## src/rtl/lkvt_pkg.sv

```systemverilog
// ----------------------------------------------------------------------------
// lkvt_pkg
// Shared types, field widths and the microcode program of the key-value table.
// ----------------------------------------------------------------------------
package lkvt_pkg;

    localparam int OP_W    = 3;
    localparam int KEY_W   = 32;
    localparam int VAL_W   = 32;
    localparam int POS_W   = 5;
    localparam int ST_W    = 2;
    localparam int CNT_W   = 6;
    localparam int TDATA_W = 72;

    localparam int DEPTH_DEF       = 32;
    localparam int KEY_WIDTH_DEF   = 32;
    localparam int VALUE_WIDTH_DEF = 32;

    typedef enum logic [OP_W-1:0] {
        OP_PUT    = 3'd0,
        OP_APPEND = 3'd1,
        OP_GET    = 3'd2,
        OP_DELETE = 3'd3,
        OP_READ   = 3'd4
    } t_lkvt_op;

    typedef enum logic [ST_W-1:0] {
        ST_OK        = 2'd0,
        ST_NOT_FOUND = 2'd1,
        ST_FULL      = 2'd2,
        ST_BEYOND    = 2'd3
    } t_lkvt_status;

    typedef enum logic [4:0] {
        S_IDLE        = 5'd0,
        S_DISP        = 5'd1,
        S_SEARCH      = 5'd2,
        S_FOUNDQ      = 5'd3,
        S_HIT         = 5'd4,
        S_MISS        = 5'd5,
        S_PUT_UPD     = 5'd6,
        S_DEL_PREP    = 5'd7,
        S_DEL_SHIFT   = 5'd8,
        S_DEL_DONE    = 5'd9,
        S_RDPOS       = 5'd10,
        S_EMIT_RD     = 5'd11,
        S_APP         = 5'd12,
        S_EMIT_OK     = 5'd13,
        S_EMIT_GETV   = 5'd14,
        S_EMIT_NF     = 5'd15,
        S_EMIT_FULL   = 5'd16,
        S_EMIT_BEYOND = 5'd17
    } t_lkvt_step;

    typedef enum logic [3:0] {
        C_NEXT      = 4'd0,
        C_ALWAYS    = 4'd1,
        C_ACCEPT    = 4'd2,
        C_DISP_OP   = 4'd3,
        C_DISP_HIT  = 4'd4,
        C_DISP_MISS = 4'd5,
        C_DONE      = 4'd6,
        C_END       = 4'd7,
        C_LAST      = 4'd8,
        C_FULL      = 4'd9,
        C_POS_BAD   = 4'd10,
        C_OUT_FREE  = 4'd11
    } t_lkvt_cond;

    typedef enum logic [1:0] {
        IDX_KEEP = 2'd0,
        IDX_ZERO = 2'd1,
        IDX_INC  = 2'd2,
        IDX_POS  = 2'd3
    } t_lkvt_idx_op;

    typedef enum logic [1:0] {
        WR_NONE  = 2'd0,
        WR_IDX   = 2'd1,
        WR_CNT   = 2'd2,
        WR_SHIFT = 2'd3
    } t_lkvt_wr_op;

    typedef enum logic [1:0] {
        CNT_KEEP = 2'd0,
        CNT_INC  = 2'd1,
        CNT_DEC  = 2'd2
    } t_lkvt_cnt_op;

    typedef struct packed {
        t_lkvt_cond   cond;
        t_lkvt_step   target;
        logic         hold;
        logic         nt_only;
        logic         accept;
        t_lkvt_idx_op idx_op;
        logic         rd_ahead;
        t_lkvt_wr_op  wr_op;
        t_lkvt_cnt_op cnt_op;
        logic         emit;
        t_lkvt_status status;
        logic         kout_rd;
        logic         vout_rd;
    } t_lkvt_ctrl;

    typedef struct packed {
        logic         ready;
        logic         load_in;
        t_lkvt_idx_op idx_op;
        logic         rd_ahead;
        t_lkvt_wr_op  wr_op;
        t_lkvt_cnt_op cnt_op;
        logic         emit;
        t_lkvt_status status;
        logic         kout_rd;
        logic         vout_rd;
    } t_lkvt_act;

    typedef struct packed {
        logic            in_valid;
        logic            out_free;
        logic            at_end;
        logic            match;
        logic            last;
        logic            full;
        logic            pos_bad;
        logic [OP_W-1:0] op;
    } t_lkvt_flags;

    localparam t_lkvt_ctrl UC_NOP = '{
        cond: C_NEXT, target: S_IDLE, hold: 1'b0, nt_only: 1'b0, accept: 1'b0,
        idx_op: IDX_KEEP, rd_ahead: 1'b0, wr_op: WR_NONE, cnt_op: CNT_KEEP,
        emit: 1'b0, status: ST_OK, kout_rd: 1'b0, vout_rd: 1'b0
    };

    function automatic t_lkvt_ctrl lkvt_rom(input t_lkvt_step step);
        t_lkvt_ctrl w;
        w = UC_NOP;
        unique case (step)
            S_IDLE: begin
                w.cond   = C_ACCEPT;
                w.target = S_DISP;
                w.hold   = 1'b1;
                w.accept = 1'b1;
                w.idx_op = IDX_ZERO;
            end
            S_DISP: begin
                w.cond = C_DISP_OP;
            end
            S_SEARCH: begin
                w.cond    = C_DONE;
                w.target  = S_FOUNDQ;
                w.hold    = 1'b1;
                w.nt_only = 1'b1;
                w.idx_op  = IDX_INC;
            end
            S_FOUNDQ: begin
                w.cond   = C_END;
                w.target = S_MISS;
            end
            S_HIT: begin
                w.cond = C_DISP_HIT;
            end
            S_MISS: begin
                w.cond = C_DISP_MISS;
            end
            S_PUT_UPD: begin
                w.cond   = C_ALWAYS;
                w.target = S_EMIT_OK;
                w.wr_op  = WR_IDX;
            end
            S_DEL_PREP: begin
                w.rd_ahead = 1'b1;
            end
            S_DEL_SHIFT: begin
                w.cond     = C_LAST;
                w.target   = S_DEL_DONE;
                w.hold     = 1'b1;
                w.nt_only  = 1'b1;
                w.idx_op   = IDX_INC;
                w.rd_ahead = 1'b1;
                w.wr_op    = WR_SHIFT;
            end
            S_DEL_DONE: begin
                w.cond   = C_ALWAYS;
                w.target = S_EMIT_OK;
                w.cnt_op = CNT_DEC;
            end
            S_RDPOS: begin
                w.cond   = C_POS_BAD;
                w.target = S_EMIT_BEYOND;
                w.idx_op = IDX_POS;
            end
            S_APP: begin
                w.cond    = C_FULL;
                w.target  = S_EMIT_FULL;
                w.nt_only = 1'b1;
                w.wr_op   = WR_CNT;
                w.cnt_op  = CNT_INC;
            end
            S_EMIT_RD, S_EMIT_OK, S_EMIT_GETV, S_EMIT_NF, S_EMIT_FULL,
            S_EMIT_BEYOND: begin
                w.cond   = C_OUT_FREE;
                w.target = S_IDLE;
                w.hold   = 1'b1;
                w.emit   = 1'b1;
                unique case (step)
                    S_EMIT_RD: begin
                        w.kout_rd = 1'b1;
                        w.vout_rd = 1'b1;
                    end
                    S_EMIT_GETV:   w.vout_rd = 1'b1;
                    S_EMIT_NF:     w.status  = ST_NOT_FOUND;
                    S_EMIT_FULL:   w.status  = ST_FULL;
                    S_EMIT_BEYOND: w.status  = ST_BEYOND;
                    default:       w.status  = ST_OK;
                endcase
            end
            default: begin
                w.cond   = C_ALWAYS;
                w.target = S_IDLE;
            end
        endcase
        return w;
    endfunction

    function automatic t_lkvt_step lkvt_dispatch(input t_lkvt_cond cond,
                                                 input logic [OP_W-1:0] op);
        t_lkvt_step s;
        s = S_EMIT_OK;
        unique case (cond)
            C_DISP_OP: begin
                unique case (op) inside
                    OP_PUT, OP_GET, OP_DELETE: s = S_SEARCH;
                    OP_APPEND:                 s = S_APP;
                    OP_READ:                   s = S_RDPOS;
                    default:                   s = S_EMIT_OK;
                endcase
            end
            C_DISP_HIT: begin
                unique case (op) inside
                    OP_PUT:    s = S_PUT_UPD;
                    OP_GET:    s = S_EMIT_GETV;
                    OP_DELETE: s = S_DEL_PREP;
                    default:   s = S_EMIT_OK;
                endcase
            end
            C_DISP_MISS: begin
                unique case (op) inside
                    OP_PUT:  s = S_APP;
                    default: s = S_EMIT_NF;
                endcase
            end
            default: s = S_EMIT_OK;
        endcase
        return s;
    endfunction

endpackage

```

## src/rtl/lkvt_seq.sv

```systemverilog
// ----------------------------------------------------------------------------
// lkvt_seq
// Microcode sequencer: step counter, control ROM and branch evaluation.
// ----------------------------------------------------------------------------
module lkvt_seq (
    input  logic                  i_clk,
    input  logic                  i_rst_n,
    input  lkvt_pkg::t_lkvt_flags i_flags,
    output lkvt_pkg::t_lkvt_act   o_act
);
    import lkvt_pkg::*;

    t_lkvt_step r_step;
    t_lkvt_step n_step;
    t_lkvt_ctrl ctrl;
    logic       taken;
    logic       is_disp;

    assign ctrl = lkvt_rom(r_step);

    always_comb begin
        is_disp = 1'b0;
        case (ctrl.cond)
            C_NEXT:      taken = 1'b0;
            C_ALWAYS:    taken = 1'b1;
            C_ACCEPT:    taken = i_flags.in_valid;
            C_DISP_OP, C_DISP_HIT, C_DISP_MISS: begin
                taken   = 1'b1;
                is_disp = 1'b1;
            end
            C_DONE:      taken = i_flags.at_end | i_flags.match;
            C_END:       taken = i_flags.at_end;
            C_LAST:      taken = i_flags.last;
            C_FULL:      taken = i_flags.full;
            C_POS_BAD:   taken = i_flags.pos_bad;
            C_OUT_FREE:  taken = i_flags.out_free;
            default:     taken = 1'b0;
        endcase
    end

    always_comb begin
        if (taken) begin
            n_step = is_disp ? lkvt_dispatch(ctrl.cond, i_flags.op) : ctrl.target;
        end else if (ctrl.hold) begin
            n_step = r_step;
        end else begin
            n_step = t_lkvt_step'(r_step + 5'd1);
        end
    end

    always_comb begin
        o_act.ready    = ctrl.accept;
        o_act.load_in  = ctrl.accept & taken;
        o_act.idx_op   = (ctrl.nt_only && taken) ? IDX_KEEP : ctrl.idx_op;
        o_act.rd_ahead = ctrl.rd_ahead;
        o_act.wr_op    = (ctrl.nt_only && taken) ? WR_NONE  : ctrl.wr_op;
        o_act.cnt_op   = (ctrl.nt_only && taken) ? CNT_KEEP : ctrl.cnt_op;
        o_act.emit     = ctrl.emit & taken;
        o_act.status   = ctrl.status;
        o_act.kout_rd  = ctrl.kout_rd;
        o_act.vout_rd  = ctrl.vout_rd;
    end

    always_ff @(posedge i_clk) begin
        if (!i_rst_n) begin
            r_step <= S_IDLE;
        end else begin
            r_step <= n_step;
        end
    end

endmodule

```

## src/rtl/lkvt_dp.sv

```systemverilog
// ----------------------------------------------------------------------------
// lkvt_dp
// Datapath: entry memory, index and fill count, compare, output register.
// ----------------------------------------------------------------------------
module lkvt_dp #(
    parameter int DEPTH       = lkvt_pkg::DEPTH_DEF,
    parameter int KEY_WIDTH   = lkvt_pkg::KEY_WIDTH_DEF,
    parameter int VALUE_WIDTH = lkvt_pkg::VALUE_WIDTH_DEF
) (
    input  logic                         i_clk,
    input  logic                         i_rst_n,
    input  lkvt_pkg::t_lkvt_act          i_act,
    input  logic                         i_in_valid,
    input  logic [lkvt_pkg::TDATA_W-1:0] i_in_data,
    input  logic                         i_out_ready,
    output lkvt_pkg::t_lkvt_flags        o_flags,
    output logic                         o_out_valid,
    output logic [lkvt_pkg::TDATA_W-1:0] o_out_data
);
    import lkvt_pkg::*;

    localparam int IW = $clog2(DEPTH + 1);
    localparam int AW = $clog2(DEPTH);
    localparam int EW = KEY_WIDTH + VALUE_WIDTH;
    localparam int CW = (IW > POS_W) ? IW : POS_W;

    logic [OP_W-1:0]        r_op;
    logic [KEY_WIDTH-1:0]   r_key;
    logic [VALUE_WIDTH-1:0] r_value;
    logic [POS_W-1:0]       r_pos;
    logic [IW-1:0]          r_idx;
    logic [IW-1:0]          n_idx;
    logic [IW-1:0]          r_cnt;
    logic [IW-1:0]          n_cnt;
    logic [IW-1:0]          rd_next;
    logic [AW-1:0]          rd_addr;
    logic                   wr_en;
    logic [AW-1:0]          wr_addr;
    logic [EW-1:0]          wr_data;
    logic [EW-1:0]          r_rd;
    logic [EW-1:0]          mem [DEPTH];
    logic [KEY_WIDTH-1:0]   rd_key;
    logic [VALUE_WIDTH-1:0] rd_value;
    logic [KEY_W-1:0]       key_out;
    logic [VAL_W-1:0]       value_out;
    logic                   r_out_valid;
    logic [TDATA_W-1:0]     r_out_data;

    assign rd_key   = r_rd[EW-1:VALUE_WIDTH];
    assign rd_value = r_rd[VALUE_WIDTH-1:0];

    always_comb begin
        case (i_act.idx_op)
            IDX_KEEP: n_idx = r_idx;
            IDX_ZERO: n_idx = '0;
            IDX_INC:  n_idx = r_idx + IW'(1);
            IDX_POS:  n_idx = IW'(r_pos);
            default:  n_idx = r_idx;
        endcase
        case (i_act.cnt_op)
            CNT_INC: n_cnt = r_cnt + IW'(1);
            CNT_DEC: n_cnt = r_cnt - IW'(1);
            default: n_cnt = r_cnt;
        endcase
    end

    assign rd_next = i_act.rd_ahead ? (n_idx + IW'(1)) : n_idx;
    assign rd_addr = rd_next[AW-1:0];

    always_comb begin
        wr_en   = 1'b1;
        wr_addr = r_idx[AW-1:0];
        wr_data = {r_key, r_value};
        case (i_act.wr_op)
            WR_NONE:  wr_en   = 1'b0;
            WR_IDX:   wr_addr = r_idx[AW-1:0];
            WR_CNT:   wr_addr = r_cnt[AW-1:0];
            WR_SHIFT: wr_data = r_rd;
            default:  wr_en   = 1'b0;
        endcase
    end

    always_ff @(posedge i_clk) begin
        if (wr_en) begin
            mem[wr_addr] <= wr_data;
        end
        r_rd <= mem[rd_addr];
    end

    always_ff @(posedge i_clk) begin
        if (i_act.load_in) begin
            r_op    <= i_in_data[OP_W-1:0];
            r_key   <= KEY_WIDTH'(i_in_data[OP_W +: KEY_W]);
            r_value <= VALUE_WIDTH'(i_in_data[OP_W+KEY_W +: VAL_W]);
            r_pos   <= i_in_data[OP_W+KEY_W+VAL_W +: POS_W];
        end
    end

    always_ff @(posedge i_clk) begin
        if (!i_rst_n) begin
            r_idx <= '0;
            r_cnt <= '0;
        end else begin
            r_idx <= n_idx;
            r_cnt <= n_cnt;
        end
    end

    assign key_out   = i_act.kout_rd ? KEY_W'(rd_key)   : '0;
    assign value_out = i_act.vout_rd ? VAL_W'(rd_value) : '0;

    always_ff @(posedge i_clk) begin
        if (!i_rst_n) begin
            r_out_valid <= 1'b0;
        end else if (i_act.emit) begin
            r_out_valid <= 1'b1;
        end else if (i_out_ready) begin
            r_out_valid <= 1'b0;
        end
    end

    always_ff @(posedge i_clk) begin
        if (i_act.emit) begin
            r_out_data <= {CNT_W'(r_cnt), value_out, key_out, i_act.status};
        end
    end

    always_comb begin
        o_flags.in_valid = i_in_valid;
        o_flags.out_free = ~r_out_valid | i_out_ready;
        o_flags.at_end   = (r_idx == r_cnt);
        o_flags.match    = (rd_key == r_key);
        o_flags.last     = ((r_idx + IW'(1)) == r_cnt);
        o_flags.full     = (r_cnt == IW'(DEPTH));
        o_flags.pos_bad  = (CW'(r_pos) >= CW'(r_cnt));
        o_flags.op       = r_op;
    end

    assign o_out_valid = r_out_valid;
    assign o_out_data  = r_out_data;

endmodule

```

## src/rtl/linear_key_value_table_core.sv

```systemverilog
// ----------------------------------------------------------------------------
// linear_key_value_table_core
// Insertion-ordered key-value table with linear search, run by microcode.
// ----------------------------------------------------------------------------
// Each input transaction is one request (put, append, get, delete, read at
// position) and yields exactly one output transaction with status, key,
// value and the fill count after the request. Requests are handled one at a
// time; the next request is taken while the previous result waits on the
// output. Entries sit in a single-port-write, single-port-read memory and the
// search walks it one entry per cycle; a delete adds a shift of one entry per
// cycle for the entries behind the hit. A result that cannot leave because the
// previous one is still held on the output adds its wait at the emit step. No
// clearing pass is needed after reset.
module linear_key_value_table_core #(
    parameter int DEPTH       = lkvt_pkg::DEPTH_DEF,
    parameter int KEY_WIDTH   = lkvt_pkg::KEY_WIDTH_DEF,
    parameter int VALUE_WIDTH = lkvt_pkg::VALUE_WIDTH_DEF
) (
    input  logic                         i_clk,
    input  logic                         i_rst_n,
    input  logic                         i_s_axis_tvalid,
    output logic                         o_s_axis_tready,
    // op[2:0], key_in[34:3], value_in[66:35], position[71:67]
    input  logic [lkvt_pkg::TDATA_W-1:0] i_s_axis_tdata,
    output logic                         o_m_axis_tvalid,
    input  logic                         i_m_axis_tready,
    // status[1:0], key_out[33:2], value_out[65:34], entry_count[71:66]
    output logic [lkvt_pkg::TDATA_W-1:0] o_m_axis_tdata
);
    import lkvt_pkg::*;

    t_lkvt_act   act;
    t_lkvt_flags flags;

    lkvt_seq u_seq (
        .i_clk   (i_clk),
        .i_rst_n (i_rst_n),
        .i_flags (flags),
        .o_act   (act)
    );

    lkvt_dp #(
        .DEPTH       (DEPTH),
        .KEY_WIDTH   (KEY_WIDTH),
        .VALUE_WIDTH (VALUE_WIDTH)
    ) u_dp (
        .i_clk       (i_clk),
        .i_rst_n     (i_rst_n),
        .i_act       (act),
        .i_in_valid  (i_s_axis_tvalid),
        .i_in_data   (i_s_axis_tdata),
        .i_out_ready (i_m_axis_tready),
        .o_flags     (flags),
        .o_out_valid (o_m_axis_tvalid),
        .o_out_data  (o_m_axis_tdata)
    );

    assign o_s_axis_tready = act.ready & i_rst_n;

endmodule
```

## config.mk

```make
export PLATFORM = sky130hd
export DESIGN_NAME = linear_key_value_table_core
export DESIGN_NICKNAME = d
export VERILOG_FILES = /design/src/rtl/lkvt_pkg.sv /design/src/rtl/lkvt_seq.sv /design/src/rtl/lkvt_dp.sv /design/src/rtl/linear_key_value_table_core.sv
export SDC_FILE = /design/constraint.sdc
export NUM_CORES = 2
export LEC_CHECK = 0
export BUFFER_PORTS_ARGS = -buffer_cell sky130_fd_sc_hd__buf_2
export CORE_UTILIZATION = 40
export CTS_BUF_LIST = sky130_fd_sc_hd__clkbuf_8
export DETAILED_ROUTE_END_ITERATION = 10
export SKIP_LAST_GASP = 1
export SLEW_MARGIN = 20
export SYNTH_ARGS = -nofsm -noshare
export SYNTH_HDL_FRONTEND = slang
export SYNTH_SLANG_ARGS = --single-unit
```

## constraint.sdc

```tcl
create_clock -name i_clk -period 7.71 [get_ports i_clk]
set_input_delay 0.3855 -clock i_clk [delete_from_list [all_inputs] [get_ports i_clk]]
set_output_delay 0.3855 -clock i_clk [all_outputs]
set_load 0.005 [all_outputs]
```

Word level (Yosys, flattened, before mapping)
Memory sizes are Yosys's and may differ from the RTL's. A register that Yosys moved wholly into a read port is not among the register bits. Cells that the tools add are included.

Shift operators: 0. $lt $le $gt $ge: 1. Reductions and logical operators: 17. Mux-type cells: 33. Equal/unequal tests: 44. Add/subtract/negate cells: 5. Bitwise logic cells: 6. $mul: 0. Divide/modulo/power cells: 0.

Operators with widths (count): 64-bit two-way mux (1); 4-bit one-hot mux with 11 select lines (1); 5-bit by 4-bit equality test with 1-bit output, second input constant (8); 5-bit one-hot mux with 7 select lines (1); 32-bit equality test (1); 5-bit two-way mux (6); 4-bit one-hot mux with 3 select lines (2); 6-bit one-hot mux with 4 select lines (1); 5-bit by 3-bit equality test with 1-bit output, second input constant (4); 2-bit one-hot mux with 3 select lines (3); 4-bit by 3-bit equality test with 1-bit output, second input constant (4); 4-bit equality test, second input constant (4); 5-bit one-hot mux with 3 select lines (1); 6-bit by 1-bit adder with 6-bit output, second input constant (2); 6-bit equality test (2); 6-bit one-hot mux with 2 select lines (1); 5-bit by 1-bit adder with 5-bit output, second input constant (2); 2-bit equality test, second input constant (5); 5-bit by 2-bit equality test with 1-bit output, second input constant (2); 5-bit equality test, second input constant (2); 1-bit two-way mux (10); 3-bit OR reduction (3); 9-bit OR reduction (1); 4-bit by 2-bit equality test with 1-bit output, second input constant (2); other kinds (24) (37).

ROM bits: 0. Memories: 1. Register bits after elaboration: 162. RAM bits: 2048. Word-level logic and storage cells: 119. Output and inout bits: 74. Latch bits: 0. Bits of input ports: 76.

Memories: u_dp.mem (words 32, bits a word 64, read ports 1, clocked after memory_dff 1, write ports 1, RTL line lkvt_dp.sv:41) `logic [EW-1:0] mem [DEPTH];`.

Depth between registers and ports, before layout
Word-level depth: 12. Depth in mapped cells: 25.

Modules after synthesis
Synthesis repeated with hierarchy kept, for this count alone.

Cell total of the unflattened synthesis: 4236. Area total of the unflattened synthesis: 87989.4 sq um.

Modules (own cells, without submodules): lkvt_dp (cells each 4077, times used 1, area an instance 86898.3 sq um); lkvt_seq (cells each 158, times used 1, area an instance 1084.8 sq um); linear_key_value_table_core (cells each 1, times used 1, area an instance 6.3 sq um).

Worst setup path before layout
No wires, ideal clock.

Path type: flip-flop to flip-flop. Start: register u_seq.r_step[0]. End: memory u_dp.mem[25][0] (netlist name) (enable). Period minus slack after synthesis: 7.611 ns. Arrival: 7.125 ns. Setup slack: 0.099 ns. Path buffers: 3. Cell stages (with the launch flop): 20. Required time: 7.223 ns. Cells stage by stage: dfxtp_1 ha_1 clkbuf_1 and3_1 ha_1 or4b_1 a211o_1 mux2_1 or4_4 nor4_4 or3_1 buf_4 nor2_1 nand2_1 nor3_1 clkbuf_1 nor2_1 a21oi_1 or3b_2 nor2_1.

Cells in the longest elaborated chain, start to end: 10.

Ends and longest elaborated chain: start: declaration (RTL line lkvt_seq.sv:13) `t_lkvt_step r_step;`; start signal: assignment (RTL line lkvt_seq.sv:68) `r_step <= n_step;`; 5-bit by 4-bit equality test with 1-bit output / 5-bit equality test (equally long branches) (RTL line lkvt_pkg.sv:139) `unique case (step)`; 6-bit OR reduction (RTL line lkvt_pkg.sv:139); 4-bit one-hot mux with 11 select lines (RTL line lkvt_pkg.sv:139); 4-bit by 1-bit equality test with 1-bit output (tied with other cells) (RTL line lkvt_seq.sv:23) `case (ctrl.cond)`; 4-bit OR reduction (no line); 1-bit one-hot mux with 8 select lines (RTL line lkvt_seq.sv:23); 1-bit logical AND (RTL line lkvt_seq.sv:56) `o_act.wr_op = (ctrl.nt_only && taken) ? WR_NONE : ctrl.wr_op;`; 2-bit two-way mux * (RTL line lkvt_seq.sv:56); 2-bit equality test / 2-bit zero test (equally long branches) (RTL line lkvt_dp.sv:74) `case (i_act.wr_op)`; 5-bit two-way mux / 1-bit two-way mux (equally long branches) (RTL line lkvt_dp.sv:74, lkvt_dp.sv:85); end: declaration (RTL line lkvt_dp.sv:41).

Mark *: on every way between the ends. The rest lies on a longest branch, timed or not.

Worst setup path in the final report
Start: register u_dp.r_key[13]. End: register u_dp.r_rd[15] (read register of u_dp.mem).

Cells in the longest elaborated chain, start to end: 9.

Ends and longest elaborated chain: start: declaration (RTL line lkvt_dp.sv:28) `logic [KEY_WIDTH-1:0] r_key;`; start signal: assignment (RTL line lkvt_dp.sv:93) `r_key <= KEY_WIDTH'(i_in_data[OP_W +: KEY_W]);`; 32-bit equality test * (RTL line lkvt_dp.sv:132) `o_flags.match = (rd_key == r_key);`; 1-bit bitwise OR * (RTL line lkvt_seq.sv:31) `C_DONE: taken = i_flags.at_end | i_flags.match;`; 1-bit one-hot mux with 8 select lines * (RTL line lkvt_seq.sv:23); 1-bit logical AND * (RTL line lkvt_seq.sv:54) `o_act.idx_op = (ctrl.nt_only && taken) ? IDX_KEEP : ctrl.idx_op;`; 2-bit two-way mux * (RTL line lkvt_seq.sv:54); 2-bit equality test (tied with other cells) (RTL line lkvt_dp.sv:53) `case (i_act.idx_op)`; 6-bit one-hot mux with 4 select lines * (RTL line lkvt_dp.sv:53); net u_dp.n_idx[1] (RTL line lkvt_dp.sv:32) `logic [IW-1:0] n_idx;`; 5-bit by 1-bit adder with 5-bit output (RTL line lkvt_dp.sv:67) `assign rd_next = i_act.rd_ahead ? (n_idx + IW'(1)) : n_idx;`; 5-bit two-way mux * (RTL line lkvt_dp.sv:67); end: declaration (RTL line lkvt_dp.sv:40) `logic [EW-1:0] r_rd;`.

Mark *: on every way through the listed nets, which the timed path passes. The rest lies on a longest branch. A chain may end at the register's enable or synchronous reset.

==> reports/qor.csv <==
stage,metric,value,unit
global_routing,antenna violations before repair,13,
placed_design,Port Buf Inserts,149,
floorplan,Std-Cell Rows,171,
layout,fin util,0.466,
floorplan,die height,470,um
power_and_ir_drop,Clock power frac,0.253,
global_routing,first-pass GRT wire length,335000,um
synth,ranking of synthesized cells by area,"edfxtp_1 75%, mux4_2 13%, dfxtp_1 1.9%",
route,Pre-antenna DRT Iters,9,
synth,"EDFF count, synth",2192,
setup_path,FF-to-FF Start,u_dp.r_key[13],
layout,cell area after layout,101000,sq um
synth,top post-synthesis cells by count,"2192 x edfxtp_1, 508 x mux4_2, 411 x nand2_1",
setup_path,R2R Setup Slk,680,ps
floorplan,core area,217000,sq um
synth,syn_area_per_cell,20.6,sq um
global_routing,GRT Resource Usage Total,0.211,
sta,Fin Clk Skew,120,ps
synth,synthesized net count,4347,
sta,max-slew violation count,0,
power_and_ir_drop,internal power,26600,uW
global_routing,pin count of the biggest net entering global routing,70,
clock_network,worst skew pair latency,1080,ps
run,max cap viols,0,
clock_network,TritonCTS clock tree,built,
synth,Async SR Flop Fraction,0,
clock_network,CTS resizes,0,
power_and_ir_drop,sw frac,0.318,
floorplan,Initial Util,0.403,
sta,crit path time final,7030,ps
power_and_ir_drop,register share of total power,0.433,
power_and_ir_drop,Final Power,39000,uW
power_and_ir_drop,switching power,12400,uW
clock_network,Clock Pin Slew Worst Setup and Hold Paths,60,ps
min_path,Hold Path Sink,u_dp.r_pos[2],
global_routing,vias in the first global route,45913,
route,DRT iter0 DRCs,5267,
setup_path,crit path DAT,7940,ps
setup_path,CP startpoint kind,register,
min_path,hold path startpoint,i_s_axis_tdata[69],
synth,leading area contributor after synthesis,edfxtp_1,
synth,sequential area share after synthesis,0.771,
synth,most frequent cell after synthesis,edfxtp_1,
route,Routed WL,235000,um
sta,Slew headroom,0.272,
floorplan,die area,221000,sq um
floorplan,Die Width,470,um
synth,#FFs+latches synth,2274,
sta,post-route clock period utilization,0.912,
route,DR DRC count,0,
min_path,worst hold path class,in2reg,
route,via count,45217,
clock_network,CTS Root Cell,clkbuf_8,
synth,Synth Flop Type,edfxtp_1,
synth,Synth top area share,0.752,
floorplan,I/O pin cnt,150,
setup_path,Crit. End Element,register,
sta,RSZ-0062 raised after global routing,no,
power_and_ir_drop,pwr dens,385,nW/um^2
placed_design,GPL Wtd Cong,0.804,
clock_network,Sink Count,2274,
sta,setup_tns,0,ps
power_and_ir_drop,P_leak,0.0330,uW
route,drt via density,5.67,
sta,final setup violation count,0,
layout,post-layout net count,4925,
synth,Mapped Cells,4253,
sta,Max Freq,142,MHz
power_and_ir_drop,worst vdd rail ir drop,0.000287,V
synth,yosys warns,0,
power_and_ir_drop,Comb pwr share,0.313,
synth,Yosys cell types,76,
setup_path,R2R Path End,u_dp.r_rd[15],
setup_path,CP Class,reg2reg,
setup_path,crit-path max FO,28,
run_status,outcome,"complete, no violations",
sta,final hold viol count,0,
layout,area grow syn2layout,15.7,%
clock_network,TritonCTS Buffers,378,
global_routing,Congestion Overflow GR,0,
setup_path,FF-to-FF path depth,16,
route,Antenna Violating Nets Remaining,0,
clock_network,Longest Clk Path Bufs,4,
route,DR WL/cell,29.4,um
sta,Worst Tran Pin Value,1090,ps
setup_path,CP required,8620,ps
clock_network,htree depth,5,
synth,mapped cell area,87500,sq um
placed_design,DP Area,93300,sq um
placed_design,DP Wirelength,122000,um
layout,layout cell share with drive strength beyond 1,0.274,
sta,Fin Hold WS,80.8,ps
min_path,hold depth,2,
==> what timing repair did <==
action | CTS | global route
endpoints found under the hold margin | 90 | 0
hold buffers | 110 | 0
buffers inserted | 0 | 0
==> cells by family (layout without fill, tap and decap cells) <==
group | after synthesis | count (layout) | share of synthesized area
buffers and inverters | 247 | 1113 | 0.0132
AND/OR/NAND/NOR | 834 | 834 | 0.0447
AO/OA/AOI/OAI | 180 | 180 | 0.0157
multiplexers | 645 | 645 | 0.147
XOR/XNOR | 55 | 55 | 0.00576
flip-flops | 2274 | 2274 | 0.771
other | 0 | 5 | 0
adder cells (fa/ha/maj) | 18 | 18 | 0.00266
==> state kept, by name (all words and copies together) (netlist names) <==
register and count:
u_dp.o_out_valid 1, u_dp.o_out_data 72, u_dp.r_key 32, u_dp.r_cnt 6
u_seq.r_step 5, u_dp.r_value 32, u_dp.r_rd 64, u_dp.r_pos 5
u_dp.r_idx 6, u_dp.r_op 3, u_dp.mem 2048
==> metrics by stage <==
| step | std cells | worst slack (ps) |
|---|---|---|
| 2_1_floorplan | 4253 | 98.6 |
| 3_3_place_gp | 7195 | 787 |
| 3_5_place_dp | 7195 | 812 |
| 4_1_cts | 7973 | 720 |
| 5_1_grt | 7976 | 519 |
| 6_report | 7978 | 676 |
==> worst max-delay path by stage <==
stage | start | to | slack [ps] | depth (start not counted)
2_1_floorplan | u_seq.r_step[0] | u_dp.mem[25][0] | 100 | 19
3_3_place_gp | u_dp.r_key[13] | u_dp.r_rd[28] | 790 | 16
3_5_place_dp | u_dp.r_key[13] | u_dp.r_rd[46] | 810 | 16
4_1_cts | u_dp.r_key[13] | u_dp.r_rd[60] | 720 | 16
5_1_grt | u_dp.r_key[13] | u_dp.r_rd[56] | 520 | 16
6_report | u_dp.r_key[13] | u_dp.r_rd[15] | 680 | 16
==> critical path, stage by stage (launching register included) <==
cell and delay [ps]:
edfxtp_1 400, xnor2_1 840, nand4_1 480, nor4_1 910
a21oi_1 240, o22ai_1 480, o41ai_1 250, o221ai_1 480
ha_1 250, nand2_1 70, a21oi_1 430, nand2b_1 200
xor2_1 240, nor2_4 860, buf_12 360, a32oi_1 140
and3_1 170
==> placed cells by master, fill, tap and decap left out, types with 7 or more instances in the layout <==
master	synthesis	final
a21o_1	8	8
a21oi_1	25	25
a32oi_1	65	65
and2_1	46	45
and3_1	102	100
buf_12	0	76
buf_2	123	149
buf_4	12	86
bufinv_16	0	10
clkbuf_8	0	400
clkinv_1	0	76
clkinv_2	0	34
clkinvlp_4	0	10
dfxtp_1	82	82
dlygate4sd3_1	0	110
edfxtp_1	2192	2192
ha_1	17	17
inv_1	24	157
mux2_2	66	66
mux2i_1	70	70
mux4_2	508	508
nand2_1	411	410
nand2b_1	7	7
nand3_1	142	142
nand4_1	10	10
nor2_1	54	22
nor2_4	2	37
nor2b_1	10	9
nor3_1	17	16
nor4_1	7	7
o21ai_0	26	26
xnor2_1	42	42
xor2_1	10	9
==> cell type report <==
class	count	area [sq um]
fill	18217	116000
sequential	2274	67500
multi-input combinational	1732	19200
clock buffer	400	5510
timing repair buffer	421	4010
tap	2854	3570
clock inverter	268	1370
inverter	24	90.1
antenna	5	12.5
==> per-layer routing <==
metal,part of all wire,vias to the layer above,GRT usage
met5,0.000055,-,0
met4,0.025,2,0.0609
met3,0.070,417,0.0346
met2,0.48,1960,0.340
met1,0.42,24200,0.297
li1,-,18638,-
==> power by group through the flow <==
stage / clock network [uW] / registers, uW / logic [uW]
2_1_floorplan: 0 / 16800 / 8520
3_3_place_gp: 0 / 17100 / 12100
3_5_place_dp: 0 / 17100 / 12300
4_1_cts: 10100 / 16900 / 12400
5_1_grt: 10600 / 16900 / 13100
6_report: 9870 / 16900 / 12200
Power figures use the tool's default switching activity.
